**src/hw/rtl/assert_macros.svh**
```systemverilog
// Assertion macros shared by the RTL files of the integer to ASCII formatter.
`ifndef ASSERT_MACROS_SVH
`define ASSERT_MACROS_SVH

// Antecedent implies consequent in the same cycle.
`define ASSERT_IMPL(lbl, ante, cons, msg) \
  lbl: assert property (@(posedge clk_i) disable iff (!rst_ni) (ante) |-> (cons)) \
    else $error(msg);

// Antecedent implies consequent in the next cycle.
`define ASSERT_NEXT(lbl, ante, cons, msg) \
  lbl: assert property (@(posedge clk_i) disable iff (!rst_ni) (ante) |=> (cons)) \
    else $error(msg);

`endif

```
**src/hw/rtl/int_asc_pkg.sv**
```systemverilog
// Types, codes and the glyph function of the integer to ASCII formatter.
package int_asc_pkg;

  typedef enum logic [1:0] {
    CMD_SDEC = 2'd0,
    CMD_UDEC = 2'd1,
    CMD_HEX  = 2'd2,
    CMD_NONE = 2'd3
  } cmd_e;

  typedef enum logic [1:0] {
    ST_IDLE,
    ST_CONV,
    ST_SIGN,
    ST_EMIT
  } state_e;

  typedef struct packed {
    logic clr;        // clear digit
    logic bit_shift;  // adjust and take one bit from the lower neighbor
    logic dig_shift;  // take the whole digit of the lower neighbor
    logic dec_mode;   // add-3 adjust enabled
  } cell_ctrl_t;

  localparam logic [7:0] CharZero  = 8'h30;
  localparam logic [7:0] CharA     = 8'h61;
  localparam logic [7:0] CharMinus = 8'h2d;

  function automatic logic [7:0] digit_glyph(input logic [3:0] dig);
    logic [7:0] res;
    if (dig < 4'd10) begin
      res = CharZero + {4'd0, dig};
    end else begin
      res = CharA + {4'd0, dig} - 8'd10;
    end
    return res;
  endfunction

endpackage

```
**src/hw/rtl/int_asc_cell.sv**
```systemverilog
// One digit cell of the conversion chain: shift-and-add-3 or plain nibble shift.
module int_asc_cell (
  input  logic                     clk_i,
  input  int_asc_pkg::cell_ctrl_t  ctrl_i,
  input  logic                     bit_i,
  input  logic [3:0]               digit_i,
  output logic [3:0]               digit_o,
  output logic                     carry_o
);
  import int_asc_pkg::*;

  logic [3:0] dig_q, dig_d;
  logic [3:0] adj;

  always_comb begin
    if (ctrl_i.dec_mode && (dig_q >= 4'd5)) begin
      adj = dig_q + 4'd3;
    end else begin
      adj = dig_q;
    end
  end

  always_comb begin
    dig_d = dig_q;
    if (ctrl_i.clr) begin
      dig_d = 4'd0;
    end else if (ctrl_i.bit_shift) begin
      dig_d = {adj[2:0], bit_i};
    end else if (ctrl_i.dig_shift) begin
      dig_d = digit_i;
    end
  end

  always_ff @(posedge clk_i) begin
    dig_q <= dig_d;
  end

  assign digit_o = dig_q;
  assign carry_o = adj[3];

endmodule

```
**src/hw/rtl/int_to_ascii_formatter_top.sv**
```systemverilog
// Top level of the integer to ASCII formatter: control, digit chain, output register.
// Sequence: the conversion shifts all VALUE_WIDTH bits into the chain, then a leading '-' in
//   signed mode, then every digit position of the chain is read out (10 positions at width 32).
// A new item is taken only in idle, once the last one is done. One bit a cycle enters the chain;
//   one digit a cycle leaves it while the output register can take a character.
// Reset clears control state and the output valid; digit cells hold no reset.
`include "assert_macros.svh"
module int_to_ascii_formatter_top #(
  parameter int VALUE_WIDTH = 32
) (
  input  logic                    clk_i,
  input  logic                    rst_ni,
  input  logic                    in_valid_i,
  output logic                    in_stall_o,
  input  logic [VALUE_WIDTH-1:0]  value_i,
  input  int_asc_pkg::cmd_e       command_i,
  output logic                    out_valid_o,
  input  logic                    out_stall_i,
  output logic [7:0]              ascii_char_o,
  output logic                    last_char_o
);
  import int_asc_pkg::*;

  // Decimal digits needed: floor(W * log10(2)) + 1; hex digits: ceil(W / 4).
  localparam int DecDigits = (VALUE_WIDTH * 30103) / 100000 + 1;
  localparam int HexDigits = (VALUE_WIDTH + 3) / 4;
  localparam int NumCells  = (DecDigits > HexDigits) ? DecDigits : HexDigits;
  localparam int CntMax    = (VALUE_WIDTH > NumCells) ? VALUE_WIDTH : NumCells;
  localparam int CntW      = $clog2(CntMax + 1);

  state_e               state_q, state_d;
  logic [CntW-1:0]      cnt_q, cnt_d;
  logic [VALUE_WIDTH-1:0] mag_q, mag_d;
  logic                 dec_q, dec_d;
  logic                 neg_q, neg_d;
  logic                 started_q, started_d;
  logic                 ov_q, ov_d;
  logic [7:0]           char_q, char_d;
  logic                 last_q, last_d;

  logic                 in_xfer;
  logic                 slot_free;
  logic                 emit;
  logic                 is_neg;
  cell_ctrl_t           cell_ctrl;
  logic [3:0]           cell_dig   [NumCells];
  logic                 cell_carry [NumCells];
  logic [3:0]           top_dig;

  assign in_stall_o = (state_q != ST_IDLE);
  assign in_xfer    = in_valid_i && !in_stall_o;
  // The output register can take a new character when empty or being drained.
  assign slot_free  = !ov_q || !out_stall_i;
  assign top_dig    = cell_dig[NumCells-1];
  // Skip leading zeros, but always print the units digit.
  assign emit       = started_q || (top_dig != 4'd0) || (cnt_q == CntW'(1));
  assign is_neg     = (command_i == CMD_SDEC) && value_i[VALUE_WIDTH-1];

  // Digit chain: cell 0 is the least significant digit.
  for (genvar i = 0; i < NumCells; i++) begin : g_cell
    logic       bit_in;
    logic [3:0] dig_in;
    if (i == 0) begin : g_first
      assign bit_in = mag_q[VALUE_WIDTH-1];
      assign dig_in = 4'd0;
    end else begin : g_rest
      assign bit_in = cell_carry[i-1];
      assign dig_in = cell_dig[i-1];
    end
    int_asc_cell u_cell (
      .clk_i   (clk_i),
      .ctrl_i  (cell_ctrl),
      .bit_i   (bit_in),
      .digit_i (dig_in),
      .digit_o (cell_dig[i]),
      .carry_o (cell_carry[i])
    );
  end

  // Next state.
  always_comb begin
    state_d = state_q;
    case (state_q)
      ST_IDLE: begin
        if (in_xfer && (command_i != CMD_NONE)) begin
          state_d = ST_CONV;
        end
      end
      ST_CONV: begin
        if (cnt_q == CntW'(1)) begin
          state_d = neg_q ? ST_SIGN : ST_EMIT;
        end
      end
      ST_SIGN: begin
        if (slot_free) begin
          state_d = ST_EMIT;
        end
      end
      ST_EMIT: begin
        if (slot_free && (cnt_q == CntW'(1))) begin
          state_d = ST_IDLE;
        end
      end
      default: state_d = ST_IDLE;
    endcase
  end

  // Datapath and outputs.
  always_comb begin
    cnt_d     = cnt_q;
    mag_d     = mag_q;
    dec_d     = dec_q;
    neg_d     = neg_q;
    started_d = started_q;
    char_d    = char_q;
    last_d    = last_q;
    ov_d      = ov_q;
    cell_ctrl = '{clr: 1'b0, bit_shift: 1'b0, dig_shift: 1'b0, dec_mode: dec_q};

    // Drop the held character once the consumer takes it.
    if (ov_q && !out_stall_i) begin
      ov_d = 1'b0;
    end

    case (state_q)
      ST_IDLE: begin
        if (in_xfer && (command_i != CMD_NONE)) begin
          cell_ctrl.clr = 1'b1;
          mag_d     = is_neg ? (~value_i + VALUE_WIDTH'(1)) : value_i;
          dec_d     = (command_i != CMD_HEX);
          neg_d     = is_neg;
          started_d = 1'b0;
          cnt_d     = CntW'(VALUE_WIDTH);
        end
      end
      ST_CONV: begin
        // Advance one bit into the chain.
        cell_ctrl.bit_shift = 1'b1;
        mag_d = {mag_q[VALUE_WIDTH-2:0], 1'b0};
        if (cnt_q == CntW'(1)) begin
          cnt_d = CntW'(NumCells);
        end else begin
          cnt_d = cnt_q - CntW'(1);
        end
      end
      ST_SIGN: begin
        if (slot_free) begin
          char_d = CharMinus;
          last_d = 1'b0;
          ov_d   = 1'b1;
        end
      end
      ST_EMIT: begin
        if (slot_free) begin
          cell_ctrl.dig_shift = 1'b1;
          cnt_d = cnt_q - CntW'(1);
          if (emit) begin
            started_d = 1'b1;
            char_d    = digit_glyph(top_dig);
            last_d    = (cnt_q == CntW'(1));
            ov_d      = 1'b1;
          end
        end
      end
      default: begin
      end
    endcase
  end

  always_ff @(posedge clk_i or negedge rst_ni) begin
    if (!rst_ni) begin
      state_q   <= ST_IDLE;
      cnt_q     <= '0;
      started_q <= 1'b0;
      ov_q      <= 1'b0;
    end else begin
      state_q   <= state_d;
      cnt_q     <= cnt_d;
      started_q <= started_d;
      ov_q      <= ov_d;
    end
  end

  always_ff @(posedge clk_i) begin
    mag_q  <= mag_d;
    dec_q  <= dec_d;
    neg_q  <= neg_d;
    char_q <= char_d;
    last_q <= last_d;
  end

  assign out_valid_o  = ov_q;
  assign ascii_char_o = char_q;
  assign last_char_o  = last_q;

  `ASSERT_NEXT(a_drop_unused, in_xfer && (command_i == CMD_NONE),
               state_q == ST_IDLE, "unused command started work")
  `ASSERT_NEXT(a_start_conv, in_xfer && (command_i != CMD_NONE),
               state_q == ST_CONV, "accepted item did not start conversion")
  `ASSERT_NEXT(a_final_char, (state_q == ST_EMIT) && (cnt_q == CntW'(1)) && slot_free,
               (state_q == ST_IDLE) && out_valid_o && last_char_o,
               "final character not flagged")
  `ASSERT_IMPL(a_mid_text_busy, out_valid_o && !last_char_o,
               state_q != ST_IDLE, "idle with text unfinished")

endmodule
```
**config.mk**
```make
export PLATFORM = sky130hd
export DESIGN_NAME = int_to_ascii_formatter_top
export DESIGN_NICKNAME = d
export VERILOG_FILES = /design/src/hw/rtl/int_asc_pkg.sv /design/src/hw/rtl/int_asc_cell.sv /design/src/hw/rtl/int_to_ascii_formatter_top.sv
export VERILOG_INCLUDE_DIRS = /design/src /design/src/hw/rtl
export SDC_FILE = /design/constraint.sdc
export NUM_CORES = 1
export LEC_CHECK = 0
export BUFFER_PORTS_ARGS = -buffer_cell sky130_fd_sc_hd__buf_2
export CAP_MARGIN = 20
export CORE_MARGIN = 2
export CORE_UTILIZATION = 55
export CTS_CLUSTER_SIZE = 8
export DETAILED_ROUTE_END_ITERATION = 10
export PLACE_DENSITY = 0.7
export SETUP_SLACK_MARGIN = 0.3
export SYNTH_ARGS = -nofsm -noshare
export SYNTH_HDL_FRONTEND = slang
export SYNTH_SLANG_ARGS = --single-unit
```
**constraint.sdc**
```tcl
create_clock -name clk_i -period 10.4 [get_ports clk_i]
set_input_delay 2.08 -clock clk_i [delete_from_list [all_inputs] [get_ports clk_i]]
set_output_delay 2.08 -clock clk_i [all_outputs]
set_load 0.01 [all_outputs]
```
### Yosys cells after proc, flatten, opt, wreduce, memory -nomap -nowiden

Cells that the tools add are included.

| word-level totals | value |
|---|---|
| bits in registers | 93 |
| input bits | 38 |

| cells by class | value |
|---|---|
| $add $sub $neg | 15 |
| order comparisons | 11 |
| eq/ne operators | 12 |
| mux-type cells | 66 |
| bitwise logic cells | 1 |
| reductions and logical operators | 36 |

Operators with widths:

| operator | count |
|---|---|
| 4-bit two-way mux | 29 |
| 32-bit two-way mux | 2 |
| 32-bit one-hot mux with 2 select lines | 1 |
| 4-bit by 3-bit >= comparator with 1-bit output, second input constant | 10 |
| 4-bit by 2-bit adder with 4-bit output, second input constant | 9 |
| 32-bit by 1-bit adder with 32-bit output, second input constant | 1 |
| 8-bit two-way mux | 4 |
| 32-bit inverter | 1 |
| 6-bit two-way mux | 3 |
| 6-bit one-hot mux with 3 select lines | 1 |
| 1-bit two-way mux | 16 |
| 2-bit inequality test, second input constant | 8 |
| 8-bit one-hot mux with 2 select lines | 1 |
| 1-bit logical AND | 15 |
| 4-bit AND reduction | 3 |
| 2-bit nonzero test | 5 |
| 7-bit by 4-bit adder with 8-bit output, first input constant | 1 |
| 2-bit two-way mux | 4 |
| 2-bit one-hot mux with 4 select lines | 1 |
| 8-bit by 4-bit subtractor with 8-bit output, second input constant | 1 |
| 6-bit by 4-bit adder with 7-bit output, first input constant | 1 |
| 6-bit by 1-bit == test with 1-bit output, second input constant | 1 |
| 1-bit one-hot mux with 2 select lines | 3 |
| 6-bit by 1-bit subtractor with 6-bit output, second input constant | 1 |
| other kinds (12) | 19 |

### Longest topological paths before layout

| depth | value |
|---|---|
| word-level depth | 6 |
| gate-level depth with buffers | 9 |
| gate-level depth less buffers | 7 |

### By module

From an unflattened synthesis, not the netlist that was laid out.

| second synthesis, totals | value |
|---|---|
| cells, all modules | 668 |
| area total of the unflattened synthesis | 6182.2 µm² |

By module, submodules not included:

| module | instances | cells each | area an instance (µm²) | sequential area each (µm²) |
|---|---|---|---|---|
| int_to_ascii_formatter_top | 1 | 328 | 3241.9 | 1511.4 |
| int_asc_cell | 10 | 34 | 294.0 | 80.1 |

### Worst setup path after synthesis

Ideal clock, no wire load.

| timing | value |
|---|---|
| path type | flip-flop to flip-flop |
| start | reg state_q[1] |
| end | reg mag_q[0], enable pin |
| library setup time | 466 ps |
| arrival time | 3801 ps |
| data required time | 9934 ps |
| path slack | 6133 ps |
| stages on the path, launching flop included | 8 |
| buffers on the path | 3 |
| cell sequence | dfrtp_1 > inv_1 > ha_1 > clkbuf_1 > clkinv_1 > clkbuf_1 > clkbuf_1 > o21ai_0 |

| on the way | value |
|---|---|
| word-level cells in the longest chain between the ends | 6 |
| elaborated cells between the ends (all ways) | 9 |
| those cells by class | eq/ne (2); reduce/logical (7) |

RTL lines:

| what | RTL line | source |
|---|---|---|
| start, declared | int_to_ascii_formatter_top.sv:31 | `state_e state_q, state_d;` |
| start signal, assigned | int_to_ascii_formatter_top.sv:177 | `state_q <= state_d;` |
| 2-bit nonzero test | int_to_ascii_formatter_top.sv:50 | `assign in_stall_o = (state_q != ST_IDLE);` |
| 1-bit zero test | int_to_ascii_formatter_top.sv:51 | `assign in_xfer = in_valid_i && !in_stall_o;` |
| 1-bit logical AND | int_to_ascii_formatter_top.sv:51 |  |
| 1-bit logical AND | int_to_ascii_formatter_top.sv:127 | `if (in_xfer && (command_i != CMD_NONE)) begin` |
| 2-bit inequality test (no source line) | -- |  |
| 2-bit AND reduction (no source line) (*) | -- |  |
| end signal, assigned | int_to_ascii_formatter_top.sv:185 | `mag_q <= mag_d;` |
| end, declared | int_to_ascii_formatter_top.sv:33 | `logic [VALUE_WIDTH-1:0] mag_q, mag_d;` |

Mark *: on every way between the ends. The rest lies on a longest branch, timed or not.
A chain may end at the register's enable or synchronous reset.

### Worst setup path in the final report

| timing | value |
|---|---|
| start | in command_i[1] |
| end | reg started_q |

| on the way | value |
|---|---|
| word-level cells in the longest chain between the ends | 4 |

RTL lines:

| what | RTL line | source |
|---|---|---|
| start, declared | int_to_ascii_formatter_top.sv:16 | `input int_asc_pkg::cmd_e command_i,` |
| 2-bit inequality test | int_to_ascii_formatter_top.sv:127 |  |
| 1-bit logical AND | int_to_ascii_formatter_top.sv:127 |  |
| 2-bit inequality test (no source line) | -- |  |
| 4-bit AND reduction (no source line) | -- |  |
| end signal, assigned | int_to_ascii_formatter_top.sv:179 | `started_q <= started_d;` |
| end, declared | int_to_ascii_formatter_top.sv:36 | `logic started_q, started_d;` |

Every way passes these cells.

==> flow_summary.toml <==
[final_layout]
final_core_util_pct = 60.58
final_layout_size_suffix_gt1_share_pct = 13.94
nets = 772
syn_to_final_growth_pct = 8.459
layout.cells.non_filler = 850
regArea_mm2 = 0.002312
num_antenna_cells = 0
final_cell_mix = "o21ai_0, nand2_1, buf_2, edfxtp_1"
fill_cells = 954
multi_input_area_mm2 = 0.003367
mostFrequentLayoutCell = "o21ai_0"

[critical_path]
critPathMaxFanout = 26
worstSetupEndpointType = "flop"
slowest_stage = "inv_1"
crit_arrival_ps = 4310
required_ps = 10680
critical_path_class = "input pin to flop"
cpPeakStageDelay_ps = 860
worstPathCellList = "buf_2 > a21boi_0 > nand2_1 > inv_1 > o21ai_0 > a2bb2oi_1"
worstSetupStartpointType = "input pin"

[timing]
worst_pin_slew_ps = 920.7
setup-violations-final = 0
whs_ps = 531.5
drv_slew = 0
grt_setup_unrepaired = "false"
finalCritPeriodShare_pct = 38.74
hold_viol_final = 0
max_freq_ghz = 0.2482
period_needed_ps = 4029
relSlewSlack_pct = 38.47
skew_ps = 12.27
finalSetupTns_ps = 0

[logic_synthesis]
postSynthCellCount = 687
syn-num-nets = 754
ys_seq_area_share_pct = 38.69
synth_seq_cells = 92
postSynthAreaPerCell_um2 = 8.698
async_flop_share_pct = 10.87
synthFlopType = "edfxtp_1"
ys_warn_count = 0
synth_cell_types = 59
syn_area_mm2 = 0.005976
synth_edf_count = 42

[place]
placed_cells = 833
dp_hpwl_mm = 8.324
io_buffer_count = 47
place_congestion = 0.8279

[grt]
antenna_found_initial = 0
grt.overflow.total = 0
grt_use_total_pct = 22.82
grt_pass1_vias = 4701
grt_pass1_wl_mm = 21.69
grt_max_degree = 88

[cts]
clkSinkCount = 92
cts-root-to-sink-buffers = 2
ctsHoldBuffers = 0
cts_resized = 0
numCtsBuffers = 9
htreeDepth = 3
clk_pin_slew_ps = 80
postCtsSetupBuffers = 0
cts_tree = "yes"
cts_root_buf = "clkbuf_8"
clock_latency_ps = 360

[hold_path]
hp-class = "flop to flop"

[drt]
drt_first_pass_iters = 4
routed-wl-met3_um = 565
drt_iter0_drc = 271
routed.top_layer = "met4"
vias_per_cell = 5.913
ant_nets = 0
dr_wl_met2_mm = 6.098
met1_length_mm = 5.765
vias = 5026
drc_errors = 0
routed_wl_mm = 12.59
detail_route.wl_per_cell_um = 14.82

[power_and_ir_drop]
p_seq_share_pct = 37.7
pwr-share-clk_pct = 13.7
switching_share_pct = 41.46
ir_worst_vdd_v = 0.0001419
combinationalPowerShare_pct = 48.6
intPower_mw = 1.138
p_sw_mw = 0.8062
power_density_mw_per_mm2 = 300.0
leakage_nw = 2.491
power_mw = 1.944

[die]
io_pins = 49
start_util_pct = 55.86
die-height_um = 108.2
chipWidth_um = 108.2
die_area_mm2 = 0.01171
num_rows = 38
core_mm2 = 0.01070

[status]
status = "finished, final reports clean"

[run]
maxCapViolCount = 0
[critical path: cells and delay by family]
| kind | cells | cell delay, ps |
|---|---|---|
| AOI/OAI and AO/OA | 3 | 720 |
| buffers and inverters | 2 | 970 |
| and+or+nand+nor | 1 | 530 |
[power by group through the flow]
stage	clock network, mW	registers (mW)	logic [mW]
finish	0.266	0.733	0.945
global route	0.285	0.759	1.08
CTS	0.274	0.733	0.945
global placement	0	0.734	0.906
floorplan	0	0.707	0.749
detailed placement	0	0.740	0.938
[worst paths after layout]
kind                              start         to  slack (ps)  depth (start not counted)
max reg2reg                  state_q[0]  started_q        7850                          6
min                            cnt_q[4]   cnt_q[4]         530                          1
max in group asynchronous        rst_ni   cnt_q[1]        8640                          1
min reg2reg                    cnt_q[4]   cnt_q[4]         530                          1
min in group asynchronous        rst_ni   cnt_q[5]        1560                          1
max                        command_i[1]  started_q        6370                          6
[area by class of cell]
| type | instances | share of cell area, % |
|---|---|---|
| clock buffer | 12 | 2.239 |
| clock inverter | 4 | 1.120 |
| inverter | 31 | 1.795 |
| multi-input combinational | 518 | 51.95 |
| sequential | 92 | 35.68 |
| tap | 140 | 2.703 |
| timing repair buffer | 53 | 4.517 |
[cells by family after synthesis]
group | Yosys count | share of synthesized area [%]
compound gates | 198 | 20.16
xor+xnor | 43 | 6.302
fa+ha+maj | 29 | 6.072
buf+inv | 77 | 5.109
flops | 92 | 38.69
mux | 23 | 4.271
other cells | 2 | 0.1257
simple gates | 223 | 19.26
[sequential cells by signal, summed over array words and instances, names as in the netlist]
name                   flops
g_cell.u_cell.digit_o     40
mag_q                     32
ascii_char_o               7
cnt_q                      6
state_q                    2
dec_q                      1
last_char_o                1
neg_q                      1
out_valid_o                1
started_q                  1
[Yosys cell counts (14+ instances only)]
library cell / number / area, um^2
a31oi_1: 20 / 125.1
nand3_1: 23 / 115.1
ha_1: 29 / 362.9
xnor2_1: 21 / 183.9
a211oi_1: 14 / 105.1
nand2_1: 72 / 270.3
o21ai_0: 74 / 370.4
dfxtp_1: 40 / 800.8
nand2b_1: 23 / 143.9
inv_1: 29 / 108.9
a21oi_1: 40 / 200.2
xor2_1: 22 / 192.7
clkbuf_1: 39 / 146.4
nor2_1: 31 / 116.4
edfxtp_1: 42 / 1261
[routing by layer]
layer / track usage (%) / vias to the layer above
met5: 0 / -
met4: 6.136 / 0
li1: - / 2495
met1: 29.19 / 2408
met3: 4.581 / 17
met2: 39.40 / 106
[stage by stage]
stage	setup WS [ps]	cell area [um^2]
finish	6371	6481
floorplan	6133	5976
detailed placement	5993	6243
global placement	6072	6243
global route	6150	6481
CTS	6396	6461
Note: power is estimated with default switching activity, not from simulation.
